==> src/rtl/core/tsc_pkg.sv <==
// Shared types and constants for the sensor compensation block.
package tsc_pkg;

    localparam int CFG_IDX_W = 3;

    typedef enum logic [CFG_IDX_W-1:0] {
        CFG_CAL_TEMP    = 3'd0,
        CFG_CAL_PRESS_A = 3'd1,
        CFG_CAL_PRESS_B = 3'd2,
        CFG_CAL_PRESS_C = 3'd3,
        CFG_CAL_HUM_A   = 3'd4,
        CFG_CAL_HUM_B   = 3'd5
    } t_cfg_idx;

    typedef struct packed {
        logic [19:0] adc_press;
        logic [19:0] adc_temp;
        logic [15:0] adc_hum;
    } t_item;

    typedef struct packed {
        logic [47:0] temp;
        logic [63:0] press_a;
        logic [63:0] press_b;
        logic [15:0] press_c;
        logic [63:0] hum_a;
        logic [7:0]  hum_b;
    } t_cal;

    typedef struct packed {
        logic  valid;
        t_item item;
    } t_push;

    typedef enum logic [4:0] {
        S_IDLE, S_PREP, S_MTA, S_MW, S_MTB, S_TF,
        S_MSQ, S_MV2A, S_MV2B, S_MX1, S_MX2, S_MDEN, S_MNUM,
        S_DIVI, S_DIV, S_DIVF, S_MW1A, S_MW1B, S_MW2, S_PFIN, S_PDIV,
        S_HL, S_HI1, S_HI2, S_HIN, S_HR, S_HX, S_HS, S_HH1, S_HC, S_DONE
    } t_state;

    localparam logic [63:0] K_T_OFS   = 64'd128000;
    localparam logic [63:0] K_P_FULL  = 64'd1048576;
    localparam logic [63:0] K_P_SCALE = 64'd3125;
    localparam logic [63:0] K_P_BIAS  = 64'h0000_8000_0000_0000;
    localparam logic [31:0] K_H_OFS   = 32'd76800;
    localparam logic [31:0] K_H_RND   = 32'd16384;
    localparam logic [31:0] K_H_ADD   = 32'd32768;
    localparam logic [31:0] K_H_BASE  = 32'd2097152;
    localparam logic [31:0] K_H_RND2  = 32'd8192;
    localparam logic [31:0] K_H_MAX   = 32'd419430400;
    localparam logic [6:0]  K_H_PCT   = 7'd100;

endpackage

==> src/rtl/core/tsc_queue.sv <==
// Two-entry item queue between the front end and the compensation engine.
module tsc_queue import tsc_pkg::*; (
    input  logic  i_clk,
    input  logic  i_rst_n,
    input  t_push i_push,
    output logic  o_full,
    output logic  o_valid,
    output t_item o_item,
    input  logic  i_pop
);

    t_item       r_mem [2];
    logic        r_wp;
    logic        r_rp;
    logic [1:0]  r_cnt;
    logic        push;
    logic        pop;

    assign o_full  = (r_cnt == 2'd2);
    assign o_valid = (r_cnt != 2'd0);
    assign o_item  = r_mem[r_rp];
    assign push    = i_push.valid && !o_full;
    assign pop     = i_pop && o_valid;

    always_ff @(posedge i_clk) begin
        if (push) begin
            r_mem[r_wp] <= i_push.item;
        end
    end

    always_ff @(posedge i_clk) begin
        if (!i_rst_n) begin
            r_wp  <= 1'b0;
            r_rp  <= 1'b0;
            r_cnt <= 2'd0;
        end else begin
            if (push) r_wp <= ~r_wp;
            if (pop)  r_rp <= ~r_rp;
            r_cnt <= r_cnt + 2'(push) - 2'(pop);
        end
    end

endmodule

==> config.mk <==
export PLATFORM = sky130hd
export DESIGN_NAME = tsc_queue
export DESIGN_NICKNAME = d
export VERILOG_FILES = /design/src/rtl/core/tsc_pkg.sv /design/src/rtl/core/tsc_queue.sv
export SDC_FILE = /design/constraint.sdc
export NUM_CORES = 1
export LEC_CHECK = 0
export BUFFER_PORTS_ARGS = -buffer_cell sky130_fd_sc_hd__buf_2
export CAP_MARGIN = 0
export CORE_ASPECT_RATIO = 1.4
export CORE_MARGIN = 5
export CORE_UTILIZATION = 28
export CTS_CLUSTER_DIAMETER = 50
export DETAILED_ROUTE_END_ITERATION = 8
export GPL_TIMING_DRIVEN = 1
export SKIP_CTS_REPAIR_TIMING = 1
export SLEW_MARGIN = 25
export SYNTH_ARGS = -nofsm -noshare
export SYNTH_HDL_FRONTEND = slang
export SYNTH_SLANG_ARGS = --single-unit
==> constraint.sdc <==
create_clock -name i_clk -period 8.19 [get_ports i_clk]
set_clock_uncertainty 0.15 [all_clocks]
set_input_delay 2.0475 -clock i_clk [delete_from_list [all_inputs] [get_ports i_clk]]
set_output_delay 2.0475 -clock i_clk [all_outputs]
set_load 0.05 [all_outputs]
==> results.sh <==
export IMPL_worstMarginPinSlew_ps=826
export IMPL_drt_iter0_drc=60
export IMPL_clockPowerShare_pct=32.4
export IMPL_fmax_ghz=0.242
export IMPL_grt_start_max_net_pins=57
export IMPL_clock_tree_buffer_depth=2
export IMPL_io_pins=118
export IMPL_outcome="finished clean"
export IMPL_io_buffer_count=117
export IMPL_start_util_pct=28.4
export IMPL_worst_r2r_endpoint="r_mem[0][52]$_DFFE_PP_"
export IMPL_cts_tree="done"
export IMPL_grt_usage_pct=9.12
export IMPL_critPathKind="register to output port"
export IMPL_cts_buffers=17
export IMPL_start_kind="register"
export IMPL_p_switching_mw=0.742
export IMPL_htree_levels=4
export IMPL_synth_seq_area_share_pct=78.0
export IMPL_crit_fanout=32
export IMPL_fin_cells=542
export IMPL_ir_drop_v=0.000215
export IMPL_yosysWarnings=0
export IMPL_nNetsFinal=395
export IMPL_setup_violations=0
export IMPL_vias_per_cell=4.09
export IMPL_wire_per_inst_um=15.0
export IMPL_pwr_share_seq_pct=36.3
export IMPL_syn_nets=262
export IMPL_antenna_found_initial=1
export IMPL_drt_pass1_iter_count=4
export IMPL_finalHoldViolCount=0
export IMPL_nFillCells=1446
export IMPL_slowest_delay_ps=620
export IMPL_period_needed_ps=4130
export IMPL_r2r_start="r_cnt[0]$_SDFF_PN0_"
export IMPL_maxSlewViolCount=0
export IMPL_p_comb_share_pct=31.2
export IMPL_drcViolationCount=0
export IMPL_clock_sinks=117
export IMPL_synth_avg_cell_area_um2=22.2
export IMPL_maxCapViolations=0
export IMPL_grt_pass1_wl_mm=12.6
export IMPL_gp_congestion=0.671
export IMPL_fin_util_pct=37.4
export IMPL_postRouteAntennaNets=0
export IMPL_slew_headroom_pct=44.8
export IMPL_end_kind="output port"
export IMPL_endpoint="o_item[55]"
export IMPL_die_area_um2=18500
export IMPL_overflow=0
export IMPL_r2r_slack_ps=5860
export IMPL_crit_required_ps=5990
export IMPL_cts_clk_slew_worst_paths_ps=50
export IMPL_vias=2219
export IMPL_grt_pass1_vias=2520
export IMPL_rsz0062_at_grt="no"
export IMPL_crit_chain="buf_16 -> mux2_2 -> buf_2"
export IMPL_place_inst=509
export IMPL_dp_hpwl_mm=5.41
export IMPL_diodes=0
export IMPL_synthCells=200
export IMPL_wirelength_mm=8.11
export IMPL_syn_cell_area_um2=4440
export IMPL_min_path_type="register to register"
export IMPL_drive_gt1_share_pct=59.8
export IMPL_r2r_cells=4
export IMPL_finalSetupTns_ps=0
export IMPL_min_period_over_period_pct=50.4
export IMPL_total_leakage_power_nw=2.28
export IMPL_core_area_um2=15600
export IMPL_synthDistinctLibCells=18
export IMPL_die_w_um=116
export IMPL_clk_latency_ps=400
export IMPL_cts_root_buf="clkbuf_16"
export IMPL_cp_slowest_cell="dfxtp_4"
export IMPL_internal_power_mw=1.45
export IMPL_area_delta_synth_final_pct=31.5
export IMPL_rows=54
export IMPL_power_density_nw_per_um2=375
export IMPL_arrival_ps=1930
export IMPL_fp_dieH_um=159
export IMPL_power_share_switching_pct=33.9
export IMPL_ys_ff_latch=117
==> cells in the final DEF (no fill, tap or decap), drive strengths merged, types with 2 or more instances in the layout <==
master      n
mux2       56
ha          2
bufinv      3
dfxtp       5
clkinvlp    2
edfxtp    112
buf       120
inv         3
nand2b      2
clkinv      6
xnor2       2
nor2        4
clkbuf     21
nand2       2
==> Yosys cell counts <==
cell type  number  share of area, %
buf_2           1              0.11
mux2_2         16               4.1
ha_1            2              0.56
or2_2           1              0.14
xor2_1          1              0.20
nand2b_1        2              0.28
and3_1          1              0.14
inv_1           3              0.25
mux2_4         40                14
buf_6           5               1.3
nand2_1         2              0.17
mux2i_1         1              0.23
dfxtp_1         5               2.3
and2_1          1              0.14
nor2_1          4              0.34
edfxtp_1      112                76
o21a_1          1              0.17
xnor2_1         2              0.39
==> final cells by class <==
class	count	area [µm²]	share of cell area, %
clock buffers	21	440	7.54
clock inverters	11	134	2.29
inverters	3	11.3	0.193
multi-input cells	74	912	15.6
flip-flops and latches	117	3470	59.4
well taps	196	245	4.20
repair buffers	120	628	10.8
==> metal layers <==
layer | up-vias | wire length [µm] | GRT usage, %
met5 | - | 13 | 0
met4 | 2 | 138 | 4.27
met3 | 14 | 578 | 3.92
met2 | 68 | 4340 | 15.6
met1 | 1087 | 3040 | 9.42
li1 | 1048 | - | -
==> state kept, by name, summed over array words and instances, names as in the netlist, named ones only <==
name	count
r_cnt	2
r_mem	112
r_wp	1
r_rp	1
==> worst min path at each step <==
stage | cells past startpoint | slack, ps | start | end
3_5_place_dp | 2 | 350 | r_rp$_SDFFE_PN0P_ | register
2_1_floorplan | 2 | 300 | r_wp$_SDFFE_PN0N_ | r_wp$_SDFFE_PN0N_
5_1_grt | 2 | 400 | r_wp$_SDFFE_PN0N_ | r_wp$_SDFFE_PN0N_
6_report | 2 | 360 | r_rp$_SDFFE_PN0P_ | register
4_1_cts | 2 | 370 | r_rp$_SDFFE_PN0P_ | register
3_3_place_gp | 2 | 350 | r_rp$_SDFFE_PN0P_ | r_rp$_SDFFE_PN0P_
==> kinds of logic after synthesis <==
| group | count (synthesis) | synth area share (%) |
|---|---|---|
| flip-flops | 117 | 78.0 |
| adder cells (fa/ha/maj) | 2 | 0.564 |
| buffers and inverters | 9 | 1.63 |
| AO/OA/AOI/OAI | 1 | 0.169 |
| XOR/XNOR | 3 | 0.592 |
| AND/OR/NAND/NOR | 11 | 1.21 |
| multiplexers | 57 | 17.8 |
==> power by group through the flow <==
| stage | combinational, mW | clock, mW | sequential, mW |
|---|---|---|---|
| finish | 0.683 | 0.710 | 0.795 |
| global route | 0.720 | 0.760 | 0.804 |
| CTS | 0.662 | 0.732 | 0.825 |
| detailed placement | 0.661 | 0 | 0.836 |
| global placement | 0.656 | 0 | 0.833 |
| floorplan | 0.578 | 0 | 0.786 |
==> worst max-delay path, delay by kind of cell (launching register included) <==
kind     cells  cell delay, ps
mux          1             380
flops        1             620
buf+inv      2             520
==> stage by stage <==
stage	power, mW	instance area [µm²]	worst slack (ps)	hold slack [ps]
after detailed placement	1.50	5240	4170	351
after CTS	2.22	5810	3840	373
after global routing	2.28	5840	3960	403
final	2.19	5840	4060	364
after global placement	1.49	5240	4190	346
after floorplan	1.36	4440	3080	305
Power figures use the tool's default switching activity.
