$ cat config.mk
export PLATFORM = sky130hd
export DESIGN_NAME = tsc_front
export DESIGN_NICKNAME = d
export VERILOG_FILES = /design/src/rtl/core/tsc_pkg.sv /design/src/rtl/core/tsc_front.sv
export SDC_FILE = /design/constraint.sdc
export NUM_CORES = 1
export LEC_CHECK = 0
export BUFFER_PORTS_ARGS = -buffer_cell sky130_fd_sc_hd__buf_2
export CORE_AREA = 2 2 176 178
export DETAILED_ROUTE_END_ITERATION = 6
export DIE_AREA = 0 0 178 180
export HOLD_SLACK_MARGIN = 0.02
export PLACE_DENSITY_LB_ADDON = 0.1
export SYNTH_ARGS = -nofsm -noshare
export SYNTH_HDL_FRONTEND = slang
export SYNTH_SLANG_ARGS = --single-unit
export TNS_END_PERCENT = 5
$ cat constraint.sdc
create_clock -name i_clk -period 1.1 [get_ports i_clk]
set_input_delay 0.11 -clock i_clk [delete_from_list [all_inputs] [get_ports i_clk]]
set_output_delay 0.11 -clock i_clk [all_outputs]
set_load 0.005 [all_outputs]
$ cat src/rtl/core/tsc_pkg.sv
// Shared types and constants for the sensor compensation block.
package tsc_pkg;

    localparam int CFG_IDX_W = 3;

    typedef enum logic [CFG_IDX_W-1:0] {
        CFG_CAL_TEMP    = 3'd0,
        CFG_CAL_PRESS_A = 3'd1,
        CFG_CAL_PRESS_B = 3'd2,
        CFG_CAL_PRESS_C = 3'd3,
        CFG_CAL_HUM_A   = 3'd4,
        CFG_CAL_HUM_B   = 3'd5
    } t_cfg_idx;

    typedef struct packed {
        logic [19:0] adc_press;
        logic [19:0] adc_temp;
        logic [15:0] adc_hum;
    } t_item;

    typedef struct packed {
        logic [47:0] temp;
        logic [63:0] press_a;
        logic [63:0] press_b;
        logic [15:0] press_c;
        logic [63:0] hum_a;
        logic [7:0]  hum_b;
    } t_cal;

    typedef struct packed {
        logic  valid;
        t_item item;
    } t_push;

    typedef enum logic [4:0] {
        S_IDLE, S_PREP, S_MTA, S_MW, S_MTB, S_TF,
        S_MSQ, S_MV2A, S_MV2B, S_MX1, S_MX2, S_MDEN, S_MNUM,
        S_DIVI, S_DIV, S_DIVF, S_MW1A, S_MW1B, S_MW2, S_PFIN, S_PDIV,
        S_HL, S_HI1, S_HI2, S_HIN, S_HR, S_HX, S_HS, S_HH1, S_HC, S_DONE
    } t_state;

    localparam logic [63:0] K_T_OFS   = 64'd128000;
    localparam logic [63:0] K_P_FULL  = 64'd1048576;
    localparam logic [63:0] K_P_SCALE = 64'd3125;
    localparam logic [63:0] K_P_BIAS  = 64'h0000_8000_0000_0000;
    localparam logic [31:0] K_H_OFS   = 32'd76800;
    localparam logic [31:0] K_H_RND   = 32'd16384;
    localparam logic [31:0] K_H_ADD   = 32'd32768;
    localparam logic [31:0] K_H_BASE  = 32'd2097152;
    localparam logic [31:0] K_H_RND2  = 32'd8192;
    localparam logic [31:0] K_H_MAX   = 32'd419430400;
    localparam logic [6:0]  K_H_PCT   = 7'd100;

endpackage

$ cat src/rtl/core/tsc_front.sv
// Front end: configuration registers and acceptance of input items.
module tsc_front import tsc_pkg::*; (
    input  logic        i_clk,
    input  logic        i_rst_n,
    input  logic        i_valid,
    output logic        o_stall,
    input  t_item       i_item,
    input  logic        i_cfg_valid,
    output logic        o_cfg_ready,
    input  logic [CFG_IDX_W-1:0] i_cfg_index,
    input  logic [63:0] i_cfg_data,
    input  logic        i_q_full,
    output t_push       o_push,
    output t_cal        o_cal
);

    t_cal r_cal;

    assign o_cfg_ready = 1'b1;
    assign o_stall     = i_q_full;
    assign o_push.valid = i_valid && !i_q_full;
    assign o_push.item  = i_item;
    assign o_cal        = r_cal;

    always_ff @(posedge i_clk) begin
        if (!i_rst_n) begin
            r_cal <= '0;
        end else if (i_cfg_valid) begin
            unique case (i_cfg_index)
                CFG_CAL_TEMP:    r_cal.temp    <= i_cfg_data[47:0];
                CFG_CAL_PRESS_A: r_cal.press_a <= i_cfg_data;
                CFG_CAL_PRESS_B: r_cal.press_b <= i_cfg_data;
                CFG_CAL_PRESS_C: r_cal.press_c <= i_cfg_data[15:0];
                CFG_CAL_HUM_A:   r_cal.hum_a   <= i_cfg_data;
                CFG_CAL_HUM_B:   r_cal.hum_b   <= i_cfg_data[7:0];
                default: ;
            endcase
        end
    end

endmodule

==> impl_metrics.ini, run 1 <==
[sta]
rsz0062_at_grt = yes
postLayoutSetupSlackWorst_ps = -4.97
hold_viol_final = 0
period_minus_slack_ps = 1100
fin_crit_sh_pct = 100
maxSlewViolCount = 0
max_freq_mhz = 905
tns_ps = -9.71
fin_hold_ws_ps = 42.8
finalSetupViolCount = 2
skew_ps = 0

[power_and_ir_drop]
power_mw = 22.0
vdd_drop_max_mv = 0.978
p_leak_nw = 7.32
power.density_nw_per_um2 = 1460

[place]
io_buffers = 337
dp_slack_ps = -172
gp_congestion = 0.750
hpwl_um = 20100

[worst_setup_path]
crit_path_top_delay_cell = dfxtp_2
cp_max_fo = 2
worst_ep_arrival_time_ps = 990
max_stage_delay_ps = 340
crit_chain = buf_2
path_class = reg2out
cp_data_required_time_ps = 990
end_kind = output port
cp_num_buf_inv = 1
worstSetupStartpointType = flop
crit_family = flip-flops

[global_routing]
top_usage_layer = met2
antenna_found_initial = 0
grt_overflow_total = 0
gr-usage-met2_pct = 31.5
grt_max_degree = 59
use_met1_pct = 21.2
grt_use_met3_pct = 5.69
grt_pass1_wl_um = 46400
grt_usage_pct = 18.1
grt_pass1_vias = 8123

[synthesis]
syn-num-nets = 1115
ys_types = 14
ys_seq_elements = 264
syn_area_per_cell_um2 = 10.2
synth_area_um2 = 10100
ys_seq_area_share_pct = 52.5
ys_warn_count = 0
netlist_instances = 987

[clock_network]
cts.path.max_buffers = 3
clock_latency_ps = 540
htree_levels = 1
cts_inserted_buffers = 29
path_clk_slew_ps = 60
cts_tree = yes
cts.sinks = 264
cts-root-buf = clkbuf_16

[drt]
ant_nets = 0
wire_per_inst_um = 17.0
viasPerCell = 4.50
drt_iter0_drc = 212
vias = 7938
firstDrtPassIters = 4
routed_wl_um = 30100
drc = 0

[flow_run]
drv_cap = 0

[layout]
largest_reg_flops = 264
drive_above_1_share_pct = 51.4
syn2layout_area_growth_pct = 49.9
nNetsFinal = 1476
antenna_cells = 0

[hold_path]
min_path_type = in2reg

[outcome]
status = finished, violations left
failed_checks = setup timing

[die]
rows = 64
fp.dieH_um = 180
die_area_um2 = 32000
die_w_um = 178
core_area_um2 = 30200
floorplan.initialDensity_pct = 33.4
io_pins = 451
[cells in the final DEF (no fill, tap or decap), types with 2 or more instances in the layout]
master and instances:
buf_12 17, buf_2 173, buf_4 33, buf_6 163, bufinv_16 5, clkbuf_1 3, clkbuf_16 29, clkbuf_8 6
clkinv_2 7, dfxtp_2 264, dlygate4sd3_1 63, dlymetal6s4s_1 3, mux2i_1 264, nand2_1 328, nand4b_1 2, nand4bb_4 2
[layout make-up]
class	instances	area, um2
tap	396	495
sequential	264	5620
timing repair buffer	453	3970
clock inverter	13	193
clock buffer	38	820
multi-input combinational	600	4000
fill	2839	15100
[synthesized netlist by cell type]
| library cell | count | area share [%] |
|---|---|---|
| nor2b_1 | 1 | 0.062 |
| and4bb_1 | 1 | 0.12 |
| buf_4 | 76 | 5.7 |
| clkbuf_1 | 23 | 0.86 |
| nand4bb_1 | 2 | 0.22 |
| buf_1 | 8 | 0.30 |
| conb_1 | 1 | 0.037 |
| dfxtp_1 | 264 | 52 |
| nor4b_4 | 1 | 0.24 |
| mux2i_1 | 264 | 26 |
| buf_6 | 9 | 1.0 |
| nand4b_1 | 2 | 0.17 |
| nand2_1 | 328 | 12 |
| buf_2 | 7 | 0.35 |
[power breakdown]
group / total (mW) / leakage [nW] / switching (mW) / internal, mW
clock network: 10.3 / 0.502 / 3.93 / 6.36
registers: 9.95 / 2.27 / 0.137 / 9.81
logic: 1.72 / 4.55 / 0.815 / 0.902
[through the flow]
step,utilization [%],instances,area (um2)
floorplan,-,987,10100
detailed placement,39.8,1641,12000
global placement,39.8,1641,12000
CTS,49.2,1760,14800
global route,50.0,1764,15100
finish,50.0,1764,15100
[per-layer routing]
metal / part of all wire, % / up-vias / wire length, um
met2: 49 / 244 / 14600
met1: 41 / 3733 / 12200
li1: - / 3895 / -
met4: 2.5 / 0 / 756
met3: 8.2 / 66 / 2460
met5: 0 / - / 0
[worst paths after layout]
check | from | to | slack [ps] | depth (start not counted)
max | o_cal[62] | o_cal[62] | -5 | 1
min | i_cfg_data[44] | o_cal[132] | 40 | 3
max reg2reg | o_cal[160] | o_cal[160] | 430 | 3
min reg2reg | o_cal[186] | o_cal[186] | 450 | 2
[cells by family (layout without fill, tap and decap cells)]
family | count (synthesis) | in the layout | synth area share [%]
flip-flops | 264 | 264 | 52.5
AND/OR/NAND/NOR | 335 | 335 | 13.0
other | 1 | 1 | 0.0372
buffers and inverters | 123 | 504 | 8.18
multiplexers | 264 | 264 | 26.2
[timing repair]
item | CTS | global route
resized for setup | 388 | 42
hold buffers | 66 | 0
hold endpoints to repair | 255 | 0
endpoints found under the setup margin | 261 | 289
buffers inserted | 2 | 4
Note: power is estimated with default switching activity, not from simulation.
==> inputs of run 2 (changes only) <==
--- a/config.mk
+++ b/config.mk
@@ -9,7 +9,7 @@
 export CORE_AREA = 2 2 176 178
 export DETAILED_ROUTE_END_ITERATION = 6
 export DIE_AREA = 0 0 178 180
-export HOLD_SLACK_MARGIN = 0.02
+export HOLD_SLACK_MARGIN = 0.08
 export PLACE_DENSITY_LB_ADDON = 0.1
 export SYNTH_ARGS = -nofsm -noshare
 export SYNTH_HDL_FRONTEND = slang
==> run 2 against run 1 <==
The run ends with hold timing, setup timing left. Via count rose by 0.10%. Hold slack worse by 160 ps. Design area is essentially flat. Largest cell class unchanged. Largest power group unchanged.
==> impl_metrics.ini, run 2 (synthesis results as in run 1) <==
[layout]
antenna_cells = 0
regArea_um2 = 5620
multi_input_area_um2 = 4000
nNetsFinal = 1477
drive_above_1_share_pct = 51.4
syn2layout_area_growth_pct = 49.9
largest_reg_flops = 264
nFillCells = 2839
final_cell_mix = 327 x nand2_1, 264 x mux2i_1, 264 x dfxtp_2
final_common_cell = nand2_1
fin_util_pct = 50.0

[global_routing]
grt_max_degree = 59
grt_usage_pct = 18.1
grt_overflow_total = 0
grt_pass1_wl_um = 46400
antenna_found_initial = 0
grt_pass1_vias = 8164

[die]
io_pins = 451
core_area_um2 = 30200
die_area_um2 = 32000
floorplan.initialDensity_pct = 33.4
die_w_um = 178
fp.dieH_um = 180
rows = 64

[worst_setup_path]
worst_ep_arrival_time_ps = 990
cp.depth = 1
max_stage_delay_ps = 340
rrSetupSlack_ps = 430
cp_max_fo = 2
crit_chain = buf_2
end_kind = output port
timing.rr.end = o_cal[160]
worstSetupStartpointType = flop
path_class = reg2out
timing.rr.start = o_cal[160]
crit_path_top_delay_cell = dfxtp_2
cp_data_required_time_ps = 990
r2r_cells = 3
cp_num_buf_inv = 1
crit_end = o_cal[62]
startpoint = o_cal[62]
crit_family = flip-flops

[clock_network]
cts.path.max_buffers = 3
cts.sinks = 264
cts-root-buf = clkbuf_16
clock_latency_ps = 540
cts_inserted_buffers = 29
htree_levels = 1
path_clk_slew_ps = 60
cts_tree = yes

[drt]
ant_nets = 0
viasPerCell = 4.50
drt_iter0_drc = 223
drc = 0
vias = 7946
wire_per_inst_um = 17.0
routed_wl_um = 30000
firstDrtPassIters = 4

[sta]
hold_viol_final = 1
fin_hold_ws_ps = -117
maxSlewViolCount = 0
postLayoutSetupSlackWorst_ps = -4.33
skew_ps = 0
period_minus_slack_ps = 1100
max_freq_mhz = 906
fin_crit_sh_pct = 100
finalSetupViolCount = 2
rsz0062_at_grt = yes

[place]
io_buffers = 337
gp_congestion = 0.750
hpwl_um = 20100

[outcome]
failed_checks = hold timing, setup timing
status = finished, violations left

[power_and_ir_drop]
p_leak_nw = 7.30
power.density_nw_per_um2 = 1450
vdd_drop_max_mv = 0.971

[hold_path]
min_path_type = in2reg

[flow_run]
drv_cap = 0
run 2: what timing repair did:
| item | CTS | global route |
|---|---|---|
| endpoints found under the setup margin | 261 | 266 |
| setup buffers | 2 | 4 |
| hold endpoints to repair | 264 | 33 |
| gates resized for setup | 388 | 40 |
| hold buffers | 68 | 1 |
| pin swaps | 0 | 0 |
run 2: power breakdown:
group	switching, mW	total [mW]	internal, mW
Combinational	0.814	1.72	0.902
Sequential	0.136	9.95	9.81
Clock	3.94	10.3	6.36
Total	4.89	22.0	17.1
run 2: area by class of cell:
type                            instances  share of cell area, %
Tap cell                              396                   3.28
Clock buffer                           38                   5.43
Timing Repair Buffer                  454                   26.3
Sequential cell                       264                   37.2
Clock inverter                         13                   1.28
Multi-Input combinational cell        600                   26.5
run 2: per-layer routing:
metal  up-vias  share of wire (%)  track usage [%]
met4         0                2.5             5.28
met1      3744                 40             21.0
met5         -                  0                0
li1       3894                  -                -
met2       242                 49             31.6
met3        66                8.2             5.69
run 2: stage by stage:
step                      setup TNS [ps]  instances  setup slack [ps]  power, mW  instance area, um2
after floorplan                        0        987              84.7       10.9               10100
after global placement            -14930       1641              -116       11.5               12000
after detailed placement          -18640       1641              -172       11.5               12000
after CTS                          -3010       1762             -39.4       22.2               14900
after global routing               -5620       1765             -46.4       22.8               15100
final                              -8.49       1765             -4.33       22.0               15100
run 2: worst min-delay path by stage:
stage	start	endpoint	slack (ps)	cells past startpoint
finish	i_rst_n	o_cal[231]	-120	3
global route	i_rst_n	o_cal[231]	-120	3
CTS	i_rst_n	o_cal[231]	-140	3
detailed placement	i_item[13]	o_push[13]	220	0
global placement	i_item[13]	o_push[13]	220	0
floorplan	i_q_full	o_push[56]	250	1
